File: src/sv/vn_delay.sv
// Fixed-length delay line with a reset valid lane and an unreset data lane.
// Depends on nothing; used by the top level to keep side data in step.
module vn_delay #(
  parameter int W = 8,
  parameter int D = 1
) (
  input  logic         clk,
  input  logic         rst_n,
  input  logic         vld_i,
  input  logic [W-1:0] d_i,
  output logic         vld_o,
  output logic [W-1:0] q_o
);

  logic [D-1:0] vld_r;
  logic [W-1:0] dat_r [D];

  // Advance the valid lane, cleared at reset
  always_ff @(posedge clk) begin
    if (!rst_n) begin
      vld_r <= '0;
    end else begin
      vld_r <= D'({vld_r, vld_i});
    end
  end

  // Advance the data lane
  always_ff @(posedge clk) begin
    dat_r[0] <= d_i;
    for (int i = 1; i < D; i++) begin
      dat_r[i] <= dat_r[i-1];
    end
  end

  assign vld_o = vld_r[D-1];
  assign q_o   = dat_r[D-1];

endmodule

File: config.mk
export PLATFORM = sky130hd
export DESIGN_NAME = vn_delay
export DESIGN_NICKNAME = d
export VERILOG_FILES = /design/src/sv/vn_delay.sv
export SDC_FILE = /design/constraint.sdc
export NUM_CORES = 1
export LEC_CHECK = 0
export BUFFER_PORTS_ARGS = -buffer_cell sky130_fd_sc_hd__buf_2
export CAP_MARGIN = 20
export CORE_AREA = 4 4 41 43
export CTS_CLUSTER_SIZE = 8
export DETAILED_ROUTE_END_ITERATION = 7
export DIE_AREA = 0 0 45 47
export PLACE_DENSITY = 0.38
export SETUP_SLACK_MARGIN = 0.5
export SLEW_MARGIN = 20
export SYNTH_ARGS = -nofsm -noshare
export SYNTH_HDL_FRONTEND = slang
export SYNTH_SLANG_ARGS = --single-unit
File: constraint.sdc
create_clock -name clk -period 0.8 [get_ports clk]
set_clock_uncertainty 0.1 [all_clocks]
set_input_delay 0.08 -clock clk [delete_from_list [all_inputs] [get_ports clk]]
set_output_delay 0.08 -clock clk [all_outputs]
set_load 0.02 [all_outputs]
==> Yosys cells after proc, flatten, opt, wreduce, memory -nomap -nowiden <==
Memories as Yosys holds them, arrays and structs flattened.
Cells that the tools add are included.
{ "word_totals": {"regBits": 1, "latchBits": 0, "mem_bits_rw": 8, "mem_bits_ro": 0, "out_inout_bits": 9, "word_cells": 2, "mem_count": 1} }
{ "classes": {"add_sub_neg": 0, "multipliers": 0, "div": 0, "n_lt_le_gt_ge": 0, "n_eq_ne": 0, "shift": 0, "mux": 0, "bitwise_logic": 0, "reduce_logical": 0} }
{ "memory_table": {"columns": ["memory", "words", "width", "rd", "rd_ports_with_merged_regs", "write_ports", "line", "rtl"], "rows": [
  ["dat_r", 1, 8, 1, 0, 1, "16", "logic [W-1:0] dat_r [D];"]
]} }

==> Depth between registers and ports, before layout <==
Gate-level depths: netlist of the first run.
{ "logic_depth": {"depth_word": 0, "depth_mapped": 1} }

==> Least setup slack after synthesis of the first run <==
Ideal clock, no wire load.
{ "synth_path": {"path_type": "register to output", "start": "memory dat_r[0][0]", "end": "output q_o[0]", "arrival_ps": 395, "required_time_ps": 620, "path_slack_ps": 225, "path_stages_with_launch": 1, "path_buffers": 0, "path_cell_list": "dfxtp_1"} }
{ "synth_rtl": {"columns": ["element", "line", "rtl"], "rows": [
  ["from (decl)", "16", null],
  ["to (decl)", "12", "output logic [W-1:0] q_o"]
]} }

==> results of run 1 <==
flip-flops by register name, indices dropped and copies added (netlist names):
signal,cells
vld_o,1
dat_r,8
cells by family after synthesis:
group / synth area share
simple gates: 0.0336
flops: 0.966
cell usage after synthesis, drive strengths merged:
cell type	number	area share
dfxtp	9	0.97
and2	1	0.034
path summary, 6_finish.rpt:
kind                start                  end  slack, ns  cells after the start
max   dat_r[0][2]$_DFF_P_               q_o[2]      -0.08                      1
min                d_i[7]  dat_r[0][7]$_DFF_P_      -0.17                      1
per-layer routing:
layer / up-vias / GRT usage
met5: - / 0
met4: 0 / 0.0175
met3: 0 / 0.0728
met2: 14 / 0.0847
met1: 66 / 0.0229
li1: 75 / -
stage by stage:
step	worst slack [ns]	hold WS (ns)	power [W]	utilization
global route	-0.122	-0.197	0.000963	0.320
finish	-0.0844	-0.171	0.000900	0.320
floorplan	0.272	0.00769	0.000509	-
CTS	-0.103	-0.185	0.000930	0.320
global placement	0.157	0.0824	0.000552	0.257
detailed placement	0.154	0.0838	0.000554	0.257
power by group:
part	internal, W	total (W)	switching [W]	leakage [nW]
sequential	0.000460	0.000470	0.0000100	0.0792
combinational	0.0000613	0.000105	0.0000437	0.0965
clock	0.000191	0.000325	0.000135	0.0150
cell type report:
cell class / instances / area (sq um)
Timing Repair Buffer: 19 / 151
Sequential cell: 9 / 214
Fill cell: 140 / 885
Tap cell: 15 / 18.8
Clock buffer: 4 / 26.3
Multi-Input combinational cell: 1 / 6.26
timing repair:
item	CTS	global route
gates resized for setup	18	0
endpoints found under the hold margin	9	9
setup endpoints to repair	9	9
buffers inserted	0	0
==> impl_summary.md, run 1 <==
Run status
The flow ran to the end, but the final reports show violations. The final reports fail on negative hold slack, negative setup slack.

Job
The count of maximum capacitance violations is 0.

Cells and area
The most common library cell in the layout ignoring fill and taps is sky130_fd_sc_hd__buf_2. The top cell types in the final layout, fill and taps aside, are 10 x sky130_fd_sc_hd__buf_2, 9 x sky130_fd_sc_hd__dfxtp_4, 9 x sky130_fd_sc_hd__buf_6. The post-route standard cell area excluding fillers is 417 sq um. The final standard cell count with taps included and fillers excluded is 48. At the end of the flow, the number of nets in the layout was 45.

In the final layout, the share of cells above drive strength 1 is 0.939. The signed area change from the synthesized netlist to the final layout is 123%. The repair_antennas step left the layout with diodes totalling 0.

Synthesis
A synthesized cell averages 18.6 sq um. The yosys synthesis warning count is 0. The net count after synthesis is 21. Of the synthesized area, sequential elements account for 0.966. The cell count after synthesis came out at 10. Synthesis inferred 9 register bits. The mapped netlist covers 186 sq um. Yosys mapped the design onto 2 distinct sky130hd cell types.

Power and ir drop
For this design the ratio of total power to cell area is 2160 nW/um^2. Summed over all cells, the static leakage comes to 0.191 nW. The worst voltage drop across the vdd grid is 0.896 mV.

Timing
The worst-case headroom to the max-slew limit is 0.963. The final number of hold-violating endpoints is 9. On the final layout, the worst hold slack is -0.171 ns. After routing, the total negative slack on setup checks comes to -0.742 ns. The final-report max-slew violation count is 0.

Of the available clock period, the critical path in the final layout requires 1.11. Setup repair after global routing could not meet its margin everywhere. After layout, the worst setup slack is -0.0844 ns. The minimum clock period is 0.884 ns. Setup violations remaining at the end of the flow were counted as 9. At the pin with the least slew margin, the transition time is 0.0549 ns.

Static timing analysis puts the maximum clock frequency at 1130 MHz.

Critical path
STA classifies the critical path endpoint as an output port. The worst setup path is of the reg -> out kind. For this design, the slowest cell found on the critical path is sky130_fd_sc_hd__dfxtp_4.

The worst stage delay on the critical path is 0.33 ns. Counting both buffers and inverters, the worst setup path holds a total of 1. The endpoint required time on the critical path is 0.62 ns. STA classifies the critical path startpoint as a register. The critical path goes through buf_6.

The cell family contributing the most delay on the critical path is flip-flops. In this run the worst path has a maximum fanout of 1. STA puts the critical path data arrival time at 0.70 ns.

Clock tree
No sink is reached through more buffers than the 2 on the longest clock path. The clock sink count is 9. The clock tree root driver cell is sky130_fd_sc_hd__clkbuf_4. Clock tree synthesis inserted a total of 3 buffers. TritonCTS built the clock tree. The number of levels in the clock H-tree is 1. The clock-pin transition on the worst setup and hold timing paths is 0.05 ns.

Floorplanning
The die span in y is 47 um. The initial standard-cell utilization of the core is 0.143. The chip width is 45 um. The floorplan core area is 1300 sq um. The row count is 13.

The I/O pin count is 20. The die footprint is 2120 sq um.

Placement
The routability congestion estimate is 0.654. The area after detailed placement is 334 sq um. The number of placed instances, taps included is 44. In this run the tool buffered the top-level ports with 19 buffer cells.

Global routing
In the global route stage, overall resource usage came out at 0.0491. The number of antenna violations at the first check in global routing is 0. The maximum number of pins on one net before global-route repair is 6.

The first-pass GRT wire length is 641 um. The global-route congestion overflow total is 0. The number of global-route vias before repair came to 157.

Detailed routing
In the final routed layout, each cell accounts on average for 9.06 um. In the final routing, the length of wire on met1 measures 116 um. For this run, the detailed router's first-pass iteration total came to 1.

The detail route stage leaves a number of antenna-violating nets equal to 0. The routed length on met3 is 93 um. After detailed routing, the number of remaining DRC violations is 0.

Wire segments on met2 add up to 225 um in the final route. The total wirelength of the detailed-routed design is 435 um. Dividing the detail-routed via count by the number of cells gives 3.23. For this block, the via count after detailed routing is 155. The topmost layer with routed signal wires is met3. For this block, the initial DRC count from the detailed router was 0.

Hold path
The path class of the tightest hold or removal check is in -> reg.
Power figures use the tool's default switching activity.
==> inputs of run 2 (changes only) <==
==> constraint.sdc (replaced) <==
create_clock -name clk -period 1.09 [get_ports clk]
set_clock_uncertainty 0.1 [all_clocks]
set_input_delay 0.109 -clock clk [delete_from_list [all_inputs] [get_ports clk]]
set_output_delay 0.109 -clock clk [all_outputs]
set_load 0.02 [all_outputs]
==> run 2 against run 1 <==
  * The run ends with negative hold slack left
  * Cell count unchanged
  * Highest routed layer unchanged
  * Via count down 1.9%
  * Combinational power down 26%
  * Die area unchanged
==> impl_summary.md, run 2 (synthesized netlist as in run 1, its figures left out) <==
Placement
The area after detailed placement is 312 sq um. In this run the tool buffered the top-level ports with 19 buffer cells. The routability congestion estimate is 0.587.

The number of placed instances, taps included is 44.

Power and ir drop
The internal power is 0.000536 W. The power per cell area is 1720 nW/um^2. The share of total power dissipated in combinational logic is 0.114. The worst voltage drop across the vdd grid is 0.715 mV. The leakage power figure is 0.188 nW. The share of total power dissipated in sequential elements is 0.527. The clock network fraction of total power is 0.359. The share of total power consumed by net switching is 0.211. Summed over all nets, the switching power comes to 0.000143 W.

Critical path
The total buffers and inverters traversed by the critical path is 1. For the worst setup path, the data arrival time is 0.69 ns. The endpoint required time on the critical path is 0.88 ns. The worst-path cell with the longest stage delay is sky130_fd_sc_hd__dfxtp_2. The critical path in this run is classified as reg -> out.

Walking the worst path, the cells encountered are buf_6. The kind of capture point of the worst setup path is an output port. Along the worst path, the maximum fanout reaches 1. The cell class contributing the biggest share of worst-path delay is flip-flops. The sort of element at the start of the critical path is a register. On the worst path, the slowest cell contributes a delay of 0.32 ns.

Detailed routing
The final antenna-violating net count is 0. The average vias per placed instance is 3.17. For this run, design rule violations remaining after detail routing come to 0. The routed via count is 152. The iteration count of the initial detailed-routing pass is 1.

The total wirelength of the detailed-routed design is 428 um. In the final routed layout, each cell accounts on average for 8.92 um. After the first detailed-routing iteration, the DRC count stood at 0.

Clock tree
The clock tree root driver cell is sky130_fd_sc_hd__clkbuf_4. The buffer levels on the longest clock path is 2. In this run the number of H-tree levels came out at 1. TritonCTS created 3 clock buffers. The clock-pin transition on the worst setup and hold timing paths is 0.06 ns. The clock drives 9 sinks. In this run the post-CTS setup repair buffer count came out at 0. TritonCTS built the clock tree.

Cells and area
The library cells used most frequently in the layout, excluding fill and tap cells, are 10 x sky130_fd_sc_hd__buf_2, 9 x sky130_fd_sc_hd__dfxtp_2, 9 x sky130_fd_sc_hd__buf_6. The number of flip-flops in the largest register is 8. dat_r holds more flip-flops than any other register. The finished cells cover 394 sq um.

Once layout is complete, the cells apart from fillers number 48. The most common library cell in the layout ignoring fill and taps is sky130_fd_sc_hd__buf_2. The number of antenna diodes in the final layout is 0. The final net count is 45.

From synthesis to final layout, the design area changed by 111%. The proportion of layout cells with a drive suffix above 1 is 0.939. The final design utilization is 0.303.

Run status
The checks that failed: negative hold slack. The run finished, with violations left.

Timing
Setup violations remaining at the end of the flow were counted as 0. The tightest hold path in the finished design has a slack of -0.144 ns. Static timing analysis puts the maximum clock frequency at 1120 MHz. For the finished layout, the period the worst path requires is 0.896 ns. The actual transition at the worst max-transition pin is 0.0567 ns. Summed over all failing endpoints, the final setup total negative slack is 0 ns. The final-report max-slew violation count is 0. Setup repair after global routing could not meet its margin everywhere.

The share of the cycle needed by the critical path after routing is 0.822. The worst pin sits at a relative slew slack of 0.962. The final number of hold-violating endpoints is 9.

Floorplanning
For this configuration, the core starts out at a cell density of 0.143. The I/O pin count is 20. The die footprint is 2120 sq um.

The die span in y is 47 um. The row count is 13. The region available for standard cell placement spans 1300 sq um. The chip width is 45 um.

Job
Across the run, the number of max-cap violations was 0.

Global routing
Entering global routing, the biggest net connects 6 pins. The number of antenna violations at the first check in global routing is 0. The number of global-route vias before repair was 165.

The first global-routing pass estimated 710 um of wire. Global routing finished with a remaining overflow of 0. Across every metal layer, demand over resource in global routing totals 0.0547.

Hold path
The path class of the tightest hold or removal check is in -> reg.
run 2: final cells by class:
class,count,area (sq um)
Timing Repair Buffer,19,151
Fill cell,141,907
Clock buffer,4,26.3
Sequential cell,9,191
Tap cell,15,18.8
Multi-Input combinational cell,1,6.26
run 2: per-layer routing:
layer  vias to the layer above  part of all wire  GRT usage
met2                        13              0.48     0.0904
li1                         77                 -          -
met1                        62              0.28     0.0298
met4                         0                 0     0.0175
met3                         0              0.24     0.0805
met5                         -                 0          0
run 2: power groups by stage:
stage	combinational [W]	sequential (W)	clock (W)
after global placement	0.0000578	0.000360	0
after CTS	0.0000785	0.000358	0.000262
after floorplan	0.00000118	0.000385	0
final	0.0000774	0.000358	0.000244
after detailed placement	0.0000582	0.000360	0
after global routing	0.0000821	0.000360	0.000288
run 2: worst paths after layout:
check / start / to / slack, ns / cells past startpoint
hold / removal: d_i[7] / dat_r[0][7]$_DFF_P_ / -0.14 / 1
setup / recovery: dat_r[0][3]$_DFF_P_ / q_o[3] / 0.19 / 1
run 2: repair_timing:
action | CTS | global route
endpoints found under the hold margin | 9 | 9
setup endpoints to repair | 9 | 9
gates resized for setup | 18 | 0
run 2: metrics by stage:
step	worst slack, ns	hold WS [ns]	power, W
CTS	0.179	-0.160	0.000699
floorplan	0.530	0.0367	0.000387
finish	0.194	-0.144	0.000679
global route	0.149	-0.172	0.000730
detailed placement	0.440	0.113	0.000419
global placement	0.438	0.111	0.000418
