## config.mk

```make
export PLATFORM = sky130hd
export DESIGN_NAME = vn_sqrt
export DESIGN_NICKNAME = d
export VERILOG_FILES = /design/src/sv/vn_sqrt.sv
export SDC_FILE = /design/constraint.sdc
export NUM_CORES = 2
export LEC_CHECK = 0
export BUFFER_PORTS_ARGS = -buffer_cell sky130_fd_sc_hd__buf_2
export CAP_MARGIN = 15
export CORE_MARGIN = 1.5
export CORE_UTILIZATION = 49
export DETAILED_ROUTE_END_ITERATION = 10
export GPL_ROUTABILITY_DRIVEN = 0
export GPL_TIMING_DRIVEN = 0
export MAX_ROUTING_LAYER = met4
export SLEW_MARGIN = 0
export SYNTH_ARGS = -nofsm -noshare
export SYNTH_HDL_FRONTEND = slang
export SYNTH_MEMORY_MAX_BITS = 65536
export SYNTH_SLANG_ARGS = --single-unit
```

## constraint.sdc

```tcl
create_clock -name clk -period 3.7 [get_ports clk]
set_input_delay 0.185 -clock clk [delete_from_list [all_inputs] [get_ports clk]]
set_output_delay 0.185 -clock clk [all_outputs]
set_load 0.02 [all_outputs]
```

## src/sv/vn_sqrt.sv

```systemverilog
// Pipelined floor square root, one result bit (one digit pair) per stage.
// Depends on nothing; the top level feeds it the sum of squares.
module vn_sqrt #(
  parameter int CB = 32
) (
  input  logic              clk,
  input  logic [2*CB+1:0]   rad_i,
  output logic [CB-1:0]     root_o
);

  localparam int P   = CB + 1;
  localparam int RW  = 2 * P;
  localparam int SW  = P;
  localparam int RMW = SW + 3;

  logic [RW-1:0]  rad_r  [P];
  logic [RMW-1:0] rem_r  [P];
  logic [SW-1:0]  root_r [P];

  for (genvar i = 0; i < P; i++) begin : g_stage
    logic [RW-1:0]  rad_in;
    logic [RMW-1:0] rem_in;
    logic [SW-1:0]  root_in;
    logic [RMW-1:0] sh;
    logic [RMW-1:0] trial;
    logic           ge;

    if (i == 0) begin : g_first
      assign rad_in  = rad_i;
      assign rem_in  = '0;
      assign root_in = '0;
    end else begin : g_next
      assign rad_in  = rad_r[i-1];
      assign rem_in  = rem_r[i-1];
      assign root_in = root_r[i-1];
    end

    // Bring down the next digit pair and try root*4+1
    assign sh    = {rem_in[RMW-3:0], rad_in[RW-1 -: 2]};
    assign trial = RMW'({root_in, 2'b01});
    assign ge    = (sh >= trial);

    always_ff @(posedge clk) begin
      rad_r[i]  <= rad_in << 2;
      rem_r[i]  <= ge ? (sh - trial) : sh;
      root_r[i] <= {root_in[SW-2:0], ge};
    end
  end

  // The length always fits CB bits
  assign root_o = root_r[P-1][CB-1:0];

endmodule

```

# Yosys cells after proc, flatten, opt, wreduce, memory -nomap -nowiden
# Memories as Yosys holds them, arrays and structs flattened.
# Cells that the tools add are included.
totals:
  register_bits: 0
  ramBits: 4389
  in_bits: 67
  output_inout_bits: 32
  memories: 3
classes:
  n_addsub: 33
  magnitude_cmp: 33
  n_mux: 33
memory_table:
  columns: ["memory", "depth", "word_bits", "read_ports", "rd_ports_with_merged_regs", "wr", "line_no", "text"]
  rows:
  - ["rad_r", 33, 64, 32, 0, 33, "16", "logic [RW-1:0] rad_r [P];"]
  - ["rem_r", 33, 36, 32, 0, 33, "17", "logic [RMW-1:0] rem_r [P];"]
  - ["root_r", 33, 33, 33, 0, 33, "18", "logic [SW-1:0] root_r [P];"]
op_table:
  columns: ["cell", "n"]
  rows:
  - ["36-bit two-way mux", 33]
  - ["36-bit by 35-bit greater-or-equal comparator with 1-bit output", 32]
  - ["36-bit by 35-bit subtractor with 36-bit output", 32]
  - ["2-bit by 1-bit subtractor with 3-bit output, second input constant", 1]
  - ["2-bit by 1-bit greater-or-equal comparator with 1-bit output, second input constant", 1]

# Logic depth before layout (Yosys ltp)
# An unclocked memory read counts as a cell.
logic_depth:
  ltp_word: 3
  depth_mapped: 14

# Worst setup path after synthesis
# Ideal clock, no wire load.
synth_timing:
  kind: "reg-to-reg"
  from: "mem root_r[16][8] (netlist bit)"
  to: "mem rem_r[0][639] (netlist bit)"
  setup_time_ps: 118
  arrival_time_ps: 3227
  t_required_ps: 3582
  setup_slack_ps: 354
  path_stages_with_launch: 12
  synth_period_minus_slack_ps: 3346
  cell_sequence: "dfxtp_1 -> inv_1 -> ha_1 -> and3_1 -> a31oi_1 -> o21ai_0 -> a2111oi_0 -> o41ai_1 -> a31o_2 -> a2111oi_1 -> nand3_1 -> xnor2_1"
synth_rtl:
  columns: ["element", "line_no"]
  rows:
  - ["start, declared", "18"]
  - ["end, declared", "17"]

==> metrics.txt <==
# TYPE chip_impl_metric gauge
chip_impl_metric{name="rows",unit=""} 163
chip_impl_metric{name="synth.top_cell.area_share",unit="%"} 54.6
chip_impl_info{name="clock-root-buffer",value="clkbuf_16"} 1
chip_impl_metric{name="route.vias.total",unit=""} 67800
chip_impl_info{name="cp_top_family",value="compound AO/OA/AOI/OAI gates"} 1
chip_impl_info{name="rr_startpoint",value="rad_r[0][1343]$_DFF_P_"} 1
chip_impl_info{name="classification_of_the_worst_setup_path",value="flip-flop to flip-flop"} 1
chip_impl_metric{name="grt_pass1_vias",unit=""} 66200
chip_impl_metric{name="cts_made_buffers",unit=""} 284
chip_impl_metric{name="die_w",unit="um"} 448
chip_impl_metric{name="initial_core_util",unit="%"} 49.3
chip_impl_metric{name="core",unit="um2"} 197000
chip_impl_metric{name="worst_case_reg_to_reg_path_depth",unit=""} 12
chip_impl_metric{name="cts_sinks",unit=""} 2653
chip_impl_metric{name="power.share.switching",unit="%"} 27.7
chip_impl_metric{name="worst-endpoint-arrival",unit="ps"} 4350
chip_impl_info{name="crit_path_cell_trace",value="inv_1 > ha_1 > nand2b_1 > a211oi_1 > o41ai_2 > a211oi_1 > o21ai_0 > o21ai_2 > buf_4 > clkbuf_2 > buf_2 > a21oi_1"} 1
chip_impl_metric{name="vdd_drop_max",unit="mV"} 0.525
chip_impl_metric{name="layout_cells_sized_above_1",unit="%"} 7.65
chip_impl_metric{name="grt_first_pass_wirelength",unit="um"} 337000
chip_impl_info{name="setup.worst_path.end",value="rem_r[0][775]$_DFF_P_"} 1
chip_impl_metric{name="powerDensity",unit="nW/um2"} 693
chip_impl_metric{name="finalWorstSetupSlack",unit="ps"} 101
chip_impl_metric{name="die_area",unit="um2"} 201000
chip_impl_metric{name="power_switching",unit="mW"} 21.5
chip_impl_metric{name="globalRoute.totalOverflow",unit=""} 0
chip_impl_metric{name="floorplan.die.height",unit="um"} 448
chip_impl_metric{name="post-route-drc-count",unit=""} 0
chip_impl_metric{name="placement_setup_slack",unit="ps"} -919
chip_impl_metric{name="ys_ff_latch",unit=""} 2653
chip_impl_metric{name="post-route-cell-area",unit="um2"} 112000
chip_impl_metric{name="synth.yosys.seq_area_share",unit="%"} 54.6
chip_impl_metric{name="synth_warn",unit=""} 0
chip_impl_info{name="status",value="finished, final reports clean"} 1
chip_impl_metric{name="synth_cell_type_count",unit=""} 87
chip_impl_info{name="critical_path.endpoint_type",value="flip-flop"} 1
chip_impl_metric{name="port_buffers",unit=""} 98
chip_impl_metric{name="ioPinCount",unit=""} 99
chip_impl_metric{name="postPlaceCellArea",unit="um2"} 101000
chip_impl_metric{name="number_of_enable_flip_flop_cells_after_synthesis",unit=""} 0
chip_impl_metric{name="rrSetupSlack",unit="ps"} 100
chip_impl_metric{name="leakage_power",unit="nW"} 52.4
chip_impl_metric{name="finalCritPeriodShare",unit="%"} 97.3
chip_impl_metric{name="cp_num_buf_inv",unit=""} 4
chip_impl_metric{name="bufs_on_longest_clock_path",unit=""} 4
chip_impl_metric{name="power.total",unit="mW"} 77.7
chip_impl_metric{name="tightestPinTransition",unit="ps"} 882
chip_impl_metric{name="clk-insertion-delay-late",unit="ps"} 910
chip_impl_metric{name="report.final.setup_viol",unit=""} 0
chip_impl_metric{name="drv_slew",unit=""} 0
chip_impl_metric{name="finish.net_count",unit=""} 10800
chip_impl_info{name="timing.critical_path.from_type",value="flip-flop"} 1
chip_impl_metric{name="grt_max_degree",unit=""} 17
chip_impl_metric{name="avgViaCountPerCell",unit=""} 5.22
chip_impl_metric{name="maxCapViolations",unit=""} 0
chip_impl_metric{name="layout-area-overhead-vs-synth",unit="%"} 15.3
chip_impl_info{name="synth_top_cell_by_area",value="dfxtp_1"} 1
chip_impl_metric{name="route.antenna.remaining_nets",unit=""} 0
chip_impl_metric{name="setup-tns-final",unit="ps"} 0
chip_impl_metric{name="share_comb_of_total_power",unit="%"} 16.6
chip_impl_metric{name="pwr-share-clk",unit="%"} 36.1
chip_impl_metric{name="share_of_total_power_in_sequential_cells",unit="%"} 47.4
chip_impl_metric{name="antenna_found_initial",unit=""} 6
chip_impl_metric{name="postSynthCellCount",unit=""} 9618
chip_impl_metric{name="detail_route.first_pass.iterations",unit=""} 6
chip_impl_info{name="critPathMostFrequentCell",value="a211oi_1"} 1
chip_impl_metric{name="slowest_delay",unit="ps"} 560
chip_impl_metric{name="min_period",unit="ps"} 3600
chip_impl_metric{name="clock_tree.htree_level_count",unit=""} 5
chip_impl_info{name="cts_tree",value="built"} 1
chip_impl_metric{name="place_hpwl",unit="um"} 159000
chip_impl_metric{name="detailed_route_iter0_violations",unit=""} 4250
chip_impl_metric{name="number_of_failing_hold_endpoints_at_the_final_stage",unit=""} 0
chip_impl_metric{name="crit_path_max_fanout",unit=""} 10
chip_impl_info{name="netlist_top_cells_area",value="dfxtp_1 (55%), ha_1 (7.7%), xor2_1 (4.0%), xnor2_1 (4.0%), a21oi_1 (3.1%)"} 1
chip_impl_metric{name="worst-endpoint-required",unit="ps"} 4450
chip_impl_metric{name="post_synth.cell_area_avg",unit="um2"} 10.1
chip_impl_metric{name="skew",unit="ps"} 33.6
chip_impl_metric{name="global_route_usage_over_all_layers",unit="%"} 21.3
chip_impl_info{name="cp-startpoint",value="rad_r[0][1343]$_DFF_P_"} 1
chip_impl_metric{name="synth_fp_nets",unit=""} 10300
chip_impl_info{name="ys.flop_type",value="dfxtp_1"} 1
chip_impl_info{name="timing.critical_path.slowest_stage_cell",value="dfxtp_1"} 1
chip_impl_metric{name="routedWlPerCell",unit="um"} 16.2
chip_impl_metric{name="fmax",unit="MHz"} 278
chip_impl_metric{name="clk_transition_reported_paths",unit="ps"} 60
chip_impl_metric{name="timing.critical_path.depth",unit=""} 12
chip_impl_info{name="worstReg2RegEnd",value="rem_r[0][775]$_DFF_P_"} 1
chip_impl_metric{name="synthArstFlopShare",unit="%"} 0
chip_impl_metric{name="internal_power",unit="mW"} 56.1
chip_impl_metric{name="routed_wirelength",unit="um"} 211000
chip_impl_metric{name="synth_area",unit="um2"} 97200
chip_impl_metric{name="max_slew_margin",unit="%"} 40.7
chip_impl_info{name="hp-class",value="input pin to flip-flop"} 1
[power by group through the flow]
stage / logic [mW] / registers, mW / clock network, mW
final: 12.9 / 36.8 / 28.0
after global routing: 14.5 / 37.3 / 30.0
after CTS: 12.9 / 36.8 / 28.8
after detailed placement: 12.6 / 37.4 / 0
after global placement: 12.4 / 37.3 / 0
after floorplan: 9.79 / 36.1 / 0
[final cells by class]
| cell class | count | area [um2] |
|---|---|---|
| Tap cell | 2640 | 3300 |
| Buffer | 191 | 813 |
| Inverter | 749 | 2810 |
| Antenna cell | 4 | 10.0 |
| Clock buffer | 372 | 7910 |
| Clock inverter | 110 | 1430 |
| Timing Repair Buffer | 249 | 1960 |
| Fill cell | 17100 | 85100 |
| Multi-Input combinational cell | 6020 | 40800 |
| Sequential cell | 2653 | 53100 |
[sequential cells by signal, summed over array words and instances, names as in the netlist]
signal  count
root_r    560
rem_r    1037
rad_r    1056
[what timing repair did]
action                                 CTS  global route
resized for setup                       45            86
endpoints found under the hold margin   67             0
hold buffers                           134             0
setup endpoints to repair              254           412
pin swaps                                3             6
setup buffers                            3             8
[cells in the mapped netlist (44+ instances only)]
cell type / number
a211oi_1: 59
inv_1: 746
o21ai_0: 528
clkbuf_1: 168
o21a_1: 107
or4_1: 59
xor2_1: 449
xnor2_1: 446
nand4_1: 111
and3_1: 49
a21oi_1: 610
nand2_1: 656
nor3_1: 222
or3_1: 100
nand2b_1: 113
nor4_1: 129
o31ai_1: 46
nor2_1: 621
ha_1: 596
a31oi_1: 49
nand3_1: 147
nor2b_1: 67
a21o_1: 251
mux2_2: 69
dfxtp_1: 2653
or2_2: 44
[how the worst min path moves through the flow]
stage / start / to / slack, ps / cells after the start
2_1_floorplan: rad_i[0] / rad_r[0][0]$_DFF_P_ / 210 / 0
3_3_place_gp: rad_i[41] / rad_r[0][41]$_DFF_P_ / 290 / 1
3_5_place_dp: rad_i[41] / rad_r[0][41]$_DFF_P_ / 290 / 1
4_1_cts: rad_i[65] / rem_r[0][1]$_DFF_P_ / 10 / 3
5_1_grt: rad_i[65] / rem_r[0][1]$_DFF_P_ / 100 / 3
6_report: rad_i[65] / rem_r[0][1]$_DFF_P_ / 110 / 3
[per-layer routing]
metal,vias to the layer above,share of wire (%),track usage [%]
li1,34000,-,-
met1,31700,43,25.3
met2,1565,48,36.2
met3,540,4.5,3.03
met4,0,4.0,8.70
met5,-,0,-
[cell families (layout without fill, tap and decap cells)]
| kind of cell | count (synthesis) | in the layout | share of synthesized area [%] |
|---|---|---|---|
| xor+xnor | 895 | 895 | 8.06 |
| buf+inv | 945 | 1671 | 3.67 |
| simple gates | 2485 | 2485 | 12.6 |
| flops | 2653 | 2653 | 54.6 |
| fa+ha+maj | 596 | 596 | 7.67 |
| other cells | 1 | 5 | 0.00386 |
| compound gates | 1969 | 1969 | 12.5 |
| mux | 74 | 74 | 0.851 |
[metrics by stage]
step / instances / util (%) / hold WS [ps]
final: 13000 / 56.9 / 110
after global routing: 13000 / 56.9 / 98.9
after CTS: 13000 / 56.7 / 14.3
after detailed placement: 12400 / 51.2 / 289
after global placement: 12400 / 51.2 / 287
after floorplan: 9618 / - / 213
[placed cells by master (no fill, tap or decap), types with 67 or more instances in the layout]
cell           instances
ha_1                 595
clkbuf_1             173
a21oi_1              606
mux2_2                69
o21a_1               107
buf_2                118
nor4_1               127
nor2_1               620
a21o_1               251
nand2b_1             113
nand3_1              146
nor2b_1               67
inv_1                746
xor2_1               449
dlygate4sd3_1        134
nor3_1               220
clkbuf_16            288
or3_1                100
nand4_1              111
xnor2_1              446
dfxtp_1             2653
nand2_1              653
o21ai_0              521
[tightest hold or removal path, cell delays in order]
cell and delay (ps):
dlygate4sd3_1 540, buf_2 120, and2_1 120
(Power assumes the default switching activity.)
